[src/hdl/pld_pkg.sv]
// Shared constants of the planar line drawer: field widths, mode codes and the leftmost pixel mask.
// No dependencies.
`timescale 1ns / 1ps

package pld_pkg;

  // Field widths
  localparam int X_W     = 8;
  localparam int Y_W     = 7;
  localparam int COLOR_W = 4;
  localparam int OFF_W   = 14;
  localparam int ERR_W   = 10;

  // Command modes
  localparam logic MODE_START = 1'b0;
  localparam logic MODE_STEP  = 1'b1;

  // Leftmost pixel of a byte
  localparam logic [7:0] PIXEL_MSB = 8'h80;

endpackage

[src/hdl/pld_cmd_if.sv]
// Command channel of the line drawer: start and step transactions.
// Depends on pld_pkg for field widths.
`timescale 1ns / 1ps

interface pld_cmd_if;
  logic                        valid;
  logic                        ready;
  logic                        mode;
  logic [pld_pkg::X_W-1:0]     start_x;
  logic [pld_pkg::Y_W-1:0]     start_y;
  logic [pld_pkg::X_W-1:0]     end_x;
  logic [pld_pkg::Y_W-1:0]     end_y;
  logic [pld_pkg::COLOR_W-1:0] pen_color;

  modport source (output valid, mode, start_x, start_y, end_x, end_y, pen_color,
                  input ready);
  modport sink   (input valid, mode, start_x, start_y, end_x, end_y, pen_color,
                  output ready);
endinterface

[src/hdl/pld_pixel_if.sv]
// Pixel result channel of the line drawer: one write description per transaction.
// Depends on pld_pkg for field widths.
`timescale 1ns / 1ps

interface pld_pixel_if;
  logic                      valid;
  logic                      ready;
  logic                      pixel_valid;
  logic [pld_pkg::OFF_W-1:0] byte_offset;
  logic [7:0]                keep_mask;
  logic [7:0]                plane0_bits;
  logic [7:0]                plane1_bits;
  logic [7:0]                plane2_bits;
  logic [7:0]                plane3_bits;
  logic                      last_pixel;

  modport source (output valid, pixel_valid, byte_offset, keep_mask, plane0_bits,
                  plane1_bits, plane2_bits, plane3_bits, last_pixel,
                  input ready);
  modport sink   (input valid, pixel_valid, byte_offset, keep_mask, plane0_bits,
                  plane1_bits, plane2_bits, plane3_bits, last_pixel,
                  output ready);
endinterface

[src/hdl/planar_line_drawer_unit.sv]
// Bresenham line engine for a four-plane, row-interleaved frame buffer.
// Depends on pld_pkg, pld_cmd_if and pld_pixel_if.
`timescale 1ns / 1ps

// The engine takes one command transaction per clock cycle unless stalled and
// gives one pixel transaction for each, in the cycle after acceptance, from an
// output register. A start command latches both endpoints and the colour and
// returns the first pixel; each step command advances the line by one pixel with
// a single error-term update. The command side stays ready while the output
// register is empty or being drained in the same cycle, so a stalled sink only
// holds off new commands once its register is full. Steps with no line in
// progress return a transaction with pixel_valid low and all other fields zero.
// The byte offset is y * 4 * ROW_BYTES + x / 8 modulo 2^14; plane p of the same
// pixel sits p * ROW_BYTES further on, which the memory side adds.
module planar_line_drawer_unit #(
  parameter int ROW_BYTES = 30
) (
  input  logic        clk,
  input  logic        rst,
  pld_cmd_if.sink     cmd,
  pld_pixel_if.source pix
);

  localparam int X_W   = pld_pkg::X_W;
  localparam int Y_W   = pld_pkg::Y_W;
  localparam int OFF_W = pld_pkg::OFF_W;
  localparam int ERR_W = pld_pkg::ERR_W;
  localparam int E2_W  = ERR_W + 1;
  localparam logic [OFF_W-1:0] ROW_STRIDE = OFF_W'(4 * ROW_BYTES);

  // Line state
  logic [X_W-1:0]               cur_x, target_x, delta_x;
  logic [Y_W-1:0]               cur_y, target_y;
  logic [X_W-1:0]               neg_delta_y;
  logic                         step_x_neg, step_y_neg;
  logic [ERR_W-1:0]             error_term;
  logic [pld_pkg::COLOR_W-1:0]  line_color;
  logic                         line_active;

  logic [X_W-1:0]               cur_x_next, target_x_next, delta_x_next;
  logic [Y_W-1:0]               cur_y_next, target_y_next;
  logic [X_W-1:0]               neg_delta_y_next;
  logic                         step_x_neg_next, step_y_neg_next;
  logic [ERR_W-1:0]             error_term_next;
  logic [pld_pkg::COLOR_W-1:0]  line_color_next;
  logic                         line_active_next;

  logic                         emit;
  logic                         is_last;
  logic [Y_W-1:0]               abs_dy;
  logic signed [E2_W-1:0]       e2;
  logic                         take_x, take_y;
  logic [7:0]                   pixel_bit;
  logic [OFF_W-1:0]             offset_calc;

  logic                         cmd_fire;

  // Output register
  logic                         out_valid;
  logic                         out_pixel_valid;
  logic [OFF_W-1:0]             out_offset;
  logic [7:0]                   out_keep;
  logic [7:0]                   out_p0, out_p1, out_p2, out_p3;
  logic                         out_last;

  // Handshake: ready whenever the output register is free or draining
  assign cmd.ready = !out_valid || pix.ready;
  assign cmd_fire  = cmd.valid && cmd.ready;

  // Step decision from the stored error term
  assign e2     = $signed({error_term, 1'b0});
  assign take_x = e2 >= $signed({{(E2_W-X_W){neg_delta_y[X_W-1]}}, neg_delta_y});
  assign take_y = e2 <= $signed({{(E2_W-X_W){1'b0}}, delta_x});

  // Next line state
  always_comb begin
    cur_x_next       = cur_x;
    cur_y_next       = cur_y;
    target_x_next    = target_x;
    target_y_next    = target_y;
    delta_x_next     = delta_x;
    neg_delta_y_next = neg_delta_y;
    step_x_neg_next  = step_x_neg;
    step_y_neg_next  = step_y_neg;
    error_term_next  = error_term;
    line_color_next  = line_color;
    abs_dy           = '0;
    emit             = 1'b0;
    if (cmd.mode == pld_pkg::MODE_START) begin
      cur_x_next       = cmd.start_x;
      cur_y_next       = cmd.start_y;
      target_x_next    = cmd.end_x;
      target_y_next    = cmd.end_y;
      delta_x_next     = (cmd.end_x > cmd.start_x) ? cmd.end_x - cmd.start_x
                                                   : cmd.start_x - cmd.end_x;
      abs_dy           = (cmd.end_y > cmd.start_y) ? cmd.end_y - cmd.start_y
                                                   : cmd.start_y - cmd.end_y;
      neg_delta_y_next = ~{1'b0, abs_dy} + X_W'(1);
      step_x_neg_next  = !(cmd.start_x < cmd.end_x);
      step_y_neg_next  = !(cmd.start_y < cmd.end_y);
      error_term_next  = {{(ERR_W-X_W){1'b0}}, delta_x_next}
                       + {{(ERR_W-X_W){neg_delta_y_next[X_W-1]}}, neg_delta_y_next};
      line_color_next  = cmd.pen_color;
      emit             = 1'b1;
    end else if (line_active) begin
      error_term_next = error_term
        + (take_x ? {{(ERR_W-X_W){neg_delta_y[X_W-1]}}, neg_delta_y} : ERR_W'(0))
        + (take_y ? {{(ERR_W-X_W){1'b0}}, delta_x} : ERR_W'(0));
      if (take_x) begin
        cur_x_next = step_x_neg ? cur_x - X_W'(1) : cur_x + X_W'(1);
      end
      if (take_y) begin
        cur_y_next = step_y_neg ? cur_y - Y_W'(1) : cur_y + Y_W'(1);
      end
      emit = 1'b1;
    end
  end

  assign is_last          = (cur_x_next == target_x_next) && (cur_y_next == target_y_next);
  assign line_active_next = emit ? !is_last : line_active;

  // Pixel address and masks
  assign pixel_bit   = pld_pkg::PIXEL_MSB >> cur_x_next[2:0];
  assign offset_calc = OFF_W'({{(OFF_W-Y_W){1'b0}}, cur_y_next} * ROW_STRIDE)
                     + OFF_W'(cur_x_next[X_W-1:3]);

  // State registers
  always_ff @(posedge clk) begin
    if (rst) begin
      cur_x       <= '0;
      cur_y       <= '0;
      target_x    <= '0;
      target_y    <= '0;
      delta_x     <= '0;
      neg_delta_y <= '0;
      step_x_neg  <= 1'b0;
      step_y_neg  <= 1'b0;
      error_term  <= '0;
      line_color  <= '0;
      line_active <= 1'b0;
    end else if (cmd_fire) begin
      cur_x       <= cur_x_next;
      cur_y       <= cur_y_next;
      target_x    <= target_x_next;
      target_y    <= target_y_next;
      delta_x     <= delta_x_next;
      neg_delta_y <= neg_delta_y_next;
      step_x_neg  <= step_x_neg_next;
      step_y_neg  <= step_y_neg_next;
      error_term  <= error_term_next;
      line_color  <= line_color_next;
      line_active <= line_active_next;
    end
  end

  // Output valid
  always_ff @(posedge clk) begin
    if (rst) begin
      out_valid <= 1'b0;
    end else if (cmd_fire) begin
      out_valid <= 1'b1;
    end else if (pix.ready) begin
      out_valid <= 1'b0;
    end
  end

  // Output payload; a step with no line gives all zeros
  always_ff @(posedge clk) begin
    if (cmd_fire) begin
      out_pixel_valid <= emit;
      out_offset      <= emit ? offset_calc : '0;
      out_keep        <= emit ? ~pixel_bit : '0;
      out_p0          <= (emit && line_color_next[0]) ? pixel_bit : '0;
      out_p1          <= (emit && line_color_next[1]) ? pixel_bit : '0;
      out_p2          <= (emit && line_color_next[2]) ? pixel_bit : '0;
      out_p3          <= (emit && line_color_next[3]) ? pixel_bit : '0;
      out_last        <= emit && is_last;
    end
  end

  assign pix.valid       = out_valid;
  assign pix.pixel_valid = out_pixel_valid;
  assign pix.byte_offset = out_offset;
  assign pix.keep_mask   = out_keep;
  assign pix.plane0_bits = out_p0;
  assign pix.plane1_bits = out_p1;
  assign pix.plane2_bits = out_p2;
  assign pix.plane3_bits = out_p3;
  assign pix.last_pixel  = out_last;

endmodule

[src/flat_wrapper.sv]
// flat-port wrapper written by rule: the top's interface ports become plain ports
module planar_line_drawer_unit_flat 
#(
  parameter int ROW_BYTES = 30
)
  (clk, rst, cmd_valid, cmd_mode, cmd_start_x, cmd_start_y, cmd_end_x, cmd_end_y, cmd_pen_color, cmd_ready, pix_valid, pix_pixel_valid, pix_byte_offset, pix_keep_mask, pix_plane0_bits, pix_plane1_bits, pix_plane2_bits, pix_plane3_bits, pix_last_pixel, pix_ready);
  pld_cmd_if cmd_i ();
  pld_pixel_if pix_i ();
  input  logic clk;
  input  logic rst;
  input wire logic [$bits(cmd_i.valid)-1:0] cmd_valid;
  input wire logic [$bits(cmd_i.mode)-1:0] cmd_mode;
  input wire logic [$bits(cmd_i.start_x)-1:0] cmd_start_x;
  input wire logic [$bits(cmd_i.start_y)-1:0] cmd_start_y;
  input wire logic [$bits(cmd_i.end_x)-1:0] cmd_end_x;
  input wire logic [$bits(cmd_i.end_y)-1:0] cmd_end_y;
  input wire logic [$bits(cmd_i.pen_color)-1:0] cmd_pen_color;
  output wire logic [$bits(cmd_i.ready)-1:0] cmd_ready;
  output wire logic [$bits(pix_i.valid)-1:0] pix_valid;
  output wire logic [$bits(pix_i.pixel_valid)-1:0] pix_pixel_valid;
  output wire logic [$bits(pix_i.byte_offset)-1:0] pix_byte_offset;
  output wire logic [$bits(pix_i.keep_mask)-1:0] pix_keep_mask;
  output wire logic [$bits(pix_i.plane0_bits)-1:0] pix_plane0_bits;
  output wire logic [$bits(pix_i.plane1_bits)-1:0] pix_plane1_bits;
  output wire logic [$bits(pix_i.plane2_bits)-1:0] pix_plane2_bits;
  output wire logic [$bits(pix_i.plane3_bits)-1:0] pix_plane3_bits;
  output wire logic [$bits(pix_i.last_pixel)-1:0] pix_last_pixel;
  input wire logic [$bits(pix_i.ready)-1:0] pix_ready;
  assign cmd_i.valid = cmd_valid;
  assign cmd_i.mode = cmd_mode;
  assign cmd_i.start_x = cmd_start_x;
  assign cmd_i.start_y = cmd_start_y;
  assign cmd_i.end_x = cmd_end_x;
  assign cmd_i.end_y = cmd_end_y;
  assign cmd_i.pen_color = cmd_pen_color;
  assign cmd_ready = cmd_i.ready;
  assign pix_valid = pix_i.valid;
  assign pix_pixel_valid = pix_i.pixel_valid;
  assign pix_byte_offset = pix_i.byte_offset;
  assign pix_keep_mask = pix_i.keep_mask;
  assign pix_plane0_bits = pix_i.plane0_bits;
  assign pix_plane1_bits = pix_i.plane1_bits;
  assign pix_plane2_bits = pix_i.plane2_bits;
  assign pix_plane3_bits = pix_i.plane3_bits;
  assign pix_last_pixel = pix_i.last_pixel;
  assign pix_i.ready = pix_ready;
  planar_line_drawer_unit #(.ROW_BYTES(ROW_BYTES)) u_core (.clk(clk), .rst(rst), .cmd(cmd_i), .pix(pix_i));
endmodule
[config.mk]
export PLATFORM = sky130hd
export DESIGN_NAME = planar_line_drawer_unit_flat
export DESIGN_NICKNAME = d
export VERILOG_FILES = /design/src/hdl/pld_pkg.sv /design/src/hdl/pld_cmd_if.sv /design/src/hdl/pld_pixel_if.sv /design/src/hdl/planar_line_drawer_unit.sv /design/src/flat_wrapper.sv
export SDC_FILE = /design/constraint.sdc
export NUM_CORES = 1
export LEC_CHECK = 0
export CAP_MARGIN = 10
export CORE_ASPECT_RATIO = 2
export CORE_MARGIN = 2
export CORE_UTILIZATION = 42
export DETAILED_ROUTE_END_ITERATION = 8
export DONT_BUFFER_PORTS = 1
export SLEW_MARGIN = 20
export SYNTH_ARGS = -nofsm -noshare
export SYNTH_HDL_FRONTEND = slang
export SYNTH_SLANG_ARGS = --single-unit
[constraint.sdc]
create_clock -name clk -period 12.3 [get_ports clk]
set_clock_uncertainty 0.15 [all_clocks]
set_input_delay 0.615 -clock clk [delete_from_list [all_inputs] [get_ports clk]]
set_output_delay 0.615 -clock clk [all_outputs]
set_load 0.005 [all_outputs]
==> impl_results.html <==
<table>
<tr><th>Metric</th><th>Value</th></tr>
<tr><th colspan="2">Timing</th></tr>
<tr><td>Relative max-transition margin</td><td>0.319</td></tr>
<tr><td>RSZ-0062 raised after global routing</td><td>no</td></tr>
<tr><td>Number of failing hold endpoints at the final stage</td><td>0</td></tr>
<tr><td>Min Clock Period, post-route</td><td>5850 ps</td></tr>
<tr><td>Final period utilization</td><td>0.476</td></tr>
<tr><td>Sum of negative setup slack</td><td>0 ps</td></tr>
<tr><td>Setup violation total in the final timing report</td><td>0</td></tr>
<tr><td>Pins over their slew limit</td><td>0</td></tr>
<tr><td>Least-Margin Pin Slew</td><td>1020 ps</td></tr>
<tr><td>Max frequency</td><td>0.171 GHz</td></tr>
<tr><th colspan="2">Worst setup path</th></tr>
<tr><td>Launching element of the worst setup path</td><td>u_core.delta_x[6]</td></tr>
<tr><td>Reg-to-reg startpoint</td><td>u_core.delta_x[6]</td></tr>
<tr><td>Number of cells on the critical path</td><td>23</td></tr>
<tr><td>Kind of cell with the highest combined delay on the critical path</td><td>compound AO/OA/AOI/OAI gates</td></tr>
<tr><td>Startpoint-to-endpoint class of the critical path</td><td>reg2reg</td></tr>
<tr><td>Largest driver fanout on the critical path</td><td>12</td></tr>
<tr><td>Worst setup EP type</td><td>flop</td></tr>
<tr><td>Data required time at the worst endpoint</td><td>12340 ps</td></tr>
<tr><td>Cell breakdown of the critical path</td><td>inv_1, ha_1, and3_1, a221oi_2, o21a_1, o21ai_1, buf_4, mux2i_1, a21oi_1, xnor2_1, xnor2_1, fa_1, inv_1, ha_1, nor2b_1, o21ai_0, a21boi_0, o21ai_0, a21boi_0, or4_1, nor3_1, or3_1, a21oi_1</td></tr>
<tr><td>Maximum single-stage delay on the critical path</td><td>630 ps</td></tr>
<tr><td>Capturing instance or port of the critical path</td><td>u_core.pix.byte_offset[13]</td></tr>
<tr><td>Worst reg2reg path endpoint</td><td>u_core.pix.byte_offset[13]</td></tr>
<tr><td>Reg-to-reg setup timing slack</td><td>6450 ps</td></tr>
<tr><td>WP buf/inv</td><td>3</td></tr>
<tr><td>Critical path arrival</td><td>5890 ps</td></tr>
<tr><td>Kind of start point of the critical path</td><td>flop</td></tr>
<tr><td>Path depth of the worst reg2reg path</td><td>23</td></tr>
<tr><td>Cell at the slowest stage of the critical path</td><td>a21oi_1</td></tr>
<tr><th colspan="2">Pwr</th></tr>
<tr><td>VDD IR-drop max</td><td>137 uV</td></tr>
<tr><td>Leakage power of the design</td><td>4.43 nW</td></tr>
<tr><td>Power density normalized to cell area</td><td>161 nW/um^2</td></tr>
<tr><th colspan="2">Global routing</th></tr>
<tr><td>Via count of the first global-routing pass</td><td>8017</td></tr>
<tr><td>Pin count of the biggest net entering global routing</td><td>70</td></tr>
<tr><td>Wire length of the first global-routing pass</td><td>43400 um</td></tr>
<tr><td>Overall Global Routing Usage</td><td>0.245</td></tr>
<tr><td>Number of antenna violations at the first check in global routing</td><td>0</td></tr>
<tr><td>Grt ovf</td><td>0</td></tr>
<tr><th colspan="2">CTS</th></tr>
<tr><td>Hold buffers post-CTS</td><td>0</td></tr>
<tr><td>Clock latency at the later pin of the worst-skew pair</td><td>440 ps</td></tr>
<tr><td>TritonCTS clock tree</td><td>yes</td></tr>
<tr><td>Number of CTS-inserted buffers</td><td>17</td></tr>
<tr><td>Buffer levels on the longest clock path</td><td>2</td></tr>
<tr><td>Root buf cell</td><td>clkbuf_16</td></tr>
<tr><td>Max H-tree Level</td><td>4</td></tr>
<tr><td>Clock transition at the register clock pins on the worst setup and hold paths after CTS</td><td>70 ps</td></tr>
<tr><td>Number of cells upsized or downsized after cts</td><td>0</td></tr>
<tr><td>Buffers inserted by post-CTS timing repair</td><td>0</td></tr>
<tr><td>CTS sink count</td><td>120</td></tr>
<tr><th colspan="2">Layout</th></tr>
<tr><td>Area growth from synthesis to layout</td><td>9.50%</td></tr>
<tr><td>Number of antenna cells inserted</td><td>0</td></tr>
<tr><td>Net count reported at finish</td><td>1242</td></tr>
<tr><td>Layout Utilization</td><td>0.469</td></tr>
<tr><td>Layout fillers</td><td>2126</td></tr>
<tr><td>Share of final-layout standard cells stronger than drive strength 1</td><td>0.0646</td></tr>
<tr><td>Max FFs per register</td><td>14</td></tr>
<tr><th colspan="2">Route</th></tr>
<tr><td>Post-route DRC</td><td>0</td></tr>
<tr><td>Total wire length</td><td>27900 um</td></tr>
<tr><td>First DRT Iteration DRCs</td><td>328</td></tr>
<tr><td>Detailed-route vias per instance</td><td>5.69</td></tr>
<tr><td>First-pass iteration count of the detailed router</td><td>4</td></tr>
<tr><td>Detailed-route via count</td><td>7822</td></tr>
<tr><td>Average wire per cell in the routed design</td><td>20.3 um</td></tr>
<tr><td>Remaining antenna violation count</td><td>0</td></tr>
<tr><th colspan="2">Yosys</th></tr>
<tr><td>Share of the synthesized area in the top cell type</td><td>0.178</td></tr>
<tr><td>Netlist cell types</td><td>79</td></tr>
<tr><td>Area leader, netlist</td><td>edfxtp_1</td></tr>
<tr><td>Synthesized area divided by synthesized cell count</td><td>8.67 sq um</td></tr>
<tr><td>Leading register cell type out of synthesis</td><td>dfxtp_1</td></tr>
<tr><td>Number of synthesized flops with an enable pin</td><td>56</td></tr>
<tr><td>Ys async rst share</td><td>0</td></tr>
<tr><td>Number of storage elements in the synthesis netlist</td><td>120</td></tr>
<tr><td>Synthesized netlist net count</td><td>1246</td></tr>
<tr><td>Yosys warning total</td><td>0</td></tr>
<tr><td>Top cells by area in the synthesized netlist</td><td>edfxtp_1 (18%), dfxtp_1 (14%), ha_1 (12%)</td></tr>
<tr><td>Sequential fraction of the synthesis area</td><td>0.314</td></tr>
<tr><td>Mapped Cells</td><td>1090</td></tr>
<tr><td>Cell area after synthesis</td><td>9450 sq um</td></tr>
<tr><th colspan="2">Placement</th></tr>
<tr><td>Final HPWL DP</td><td>21500 um</td></tr>
<tr><td>Routability congestion estimate</td><td>0.905</td></tr>
<tr><td>Number of port buffers</td><td>0</td></tr>
<tr><th colspan="2">Floorplanning</th></tr>
<tr><td>I/O pin total</td><td>97</td></tr>
<tr><td>Vert. Die Dim</td><td>216 um</td></tr>
<tr><td>Full die area</td><td>23800 sq um</td></tr>
<tr><td>X dimension of the die</td><td>110 um</td></tr>
<tr><td>Starting utilization of the core area</td><td>0.428</td></tr>
<tr><td>Std cell rows</td><td>77</td></tr>
<tr><td>Std-Cell Core Area</td><td>22100 sq um</td></tr>
<tr><th colspan="2">Min path</th></tr>
<tr><td>Kind of path behind the tightest hold check</td><td>in2reg</td></tr>
<tr><th colspan="2">Run</th></tr>
<tr><td>Max cap viols</td><td>0</td></tr>
<tr><th colspan="2">Run status</th></tr>
<tr><td>Status</td><td>finished, final reports clean</td></tr>
</table>
-- through the flow --
stage / setup WS (ps) / hold WS [ps] / power (mW) / cells / cell area (sq um)
final: 6450 / 94.2 / 1.67 / 1375 / 10300
after global routing: 5900 / 84.4 / 1.77 / 1375 / 10300
after CTS: 6470 / 79.3 / 1.68 / 1375 / 10300
after detailed placement: 6490 / 286 / 1.15 / 1343 / 9740
after global placement: 6590 / 282 / 1.14 / 1343 / 9740
after floorplan: 6950 / 282 / 0.994 / 1090 / 9450
-- placed cells by master (no fill, tap or decap), types with 5 or more instances in the layout --
cell type,count
a211oi_1,23
a21boi_0,5
a21o_1,26
a21oi_1,98
a311oi_1,5
a31oi_1,7
and2_1,9
and3_1,8
buf_4,10
clkbuf_16,17
dfxtp_1,64
edfxtp_1,56
fa_1,24
ha_1,93
inv_1,109
inv_8,6
mux2_2,5
mux2i_1,24
nand2_1,134
nand2b_1,12
nand3_1,16
nand4_1,7
nor2_1,92
nor2b_1,10
nor3_1,13
o211ai_1,8
o21a_1,6
o21ai_0,26
o21bai_1,8
o22ai_1,7
or3_1,5
xnor2_1,45
xor2_1,25
-- metal layers --
metal  vias to the layer above  GRT usage  wire (um)
met2                       207      0.453      15500
met4                         0      0.165       1960
met1                      3707      0.227       9090
met5                         -          0          0
li1                       3818          -          -
met3                        90     0.0571       1360
-- logic make-up after synthesis --
logic type,Yosys count,share of synthesized area
AO/OA/AOI/OAI,266,0.185
XOR/XNOR,71,0.0673
adder cells (fa/ha/maj),117,0.174
buffers and inverters,144,0.0576
flip-flops,120,0.314
multiplexers,32,0.0354
AND/OR/NAND/NOR,340,0.167
-- worst min-delay path by stage --
stage	from	end	cells past startpoint
after floorplan	u_core.line_color[0]	u_core.line_color[0]	2
after global placement	u_core.line_color[2]	u_core.line_color[2]	2
after CTS	rst	u_core.neg_delta_y[4]	1
after global routing	rst	u_core.neg_delta_y[2]	1
after detailed placement	u_core.line_color[2]	u_core.line_color[2]	2
final	rst	u_core.neg_delta_y[4]	1
-- area by class of cell --
cell class,count,area (sq um),area share
Sequential cell,120,2960,0.286
Inverter,111,417,0.0403
Clock buffer,17,425,0.0411
Multi-Input combinational cell,826,5940,0.575
Tap cell,276,345,0.0334
Timing Repair Buffer,10,75.1,0.00726
Clock inverter,15,174,0.0168
-- cell usage after synthesis, types with 8 or more instances --
master      n
nand2_1   134
inv_1     110
a21oi_1    98
nor2_1     94
ha_1       93
dfxtp_1    64
edfxtp_1   56
xnor2_1    45
clkbuf_1   27
a21o_1     26
o21ai_0    26
xor2_1     25
fa_1       24
mux2i_1    24
a211oi_1   23
nand3_1    16
nor3_1     13
nand2b_1   12
nor2b_1    10
and2_1      9
and3_1      8
o211ai_1    8
o21bai_1    8
-- report_power, final --
part           internal (mW)  switching, mW  leakage (nW)
Clock                  0.291          0.231         0.293
Combinational          0.260          0.387          3.06
Sequential             0.466         0.0308          1.08
Total                   1.02          0.649          4.43
(Power assumes the default switching activity.)
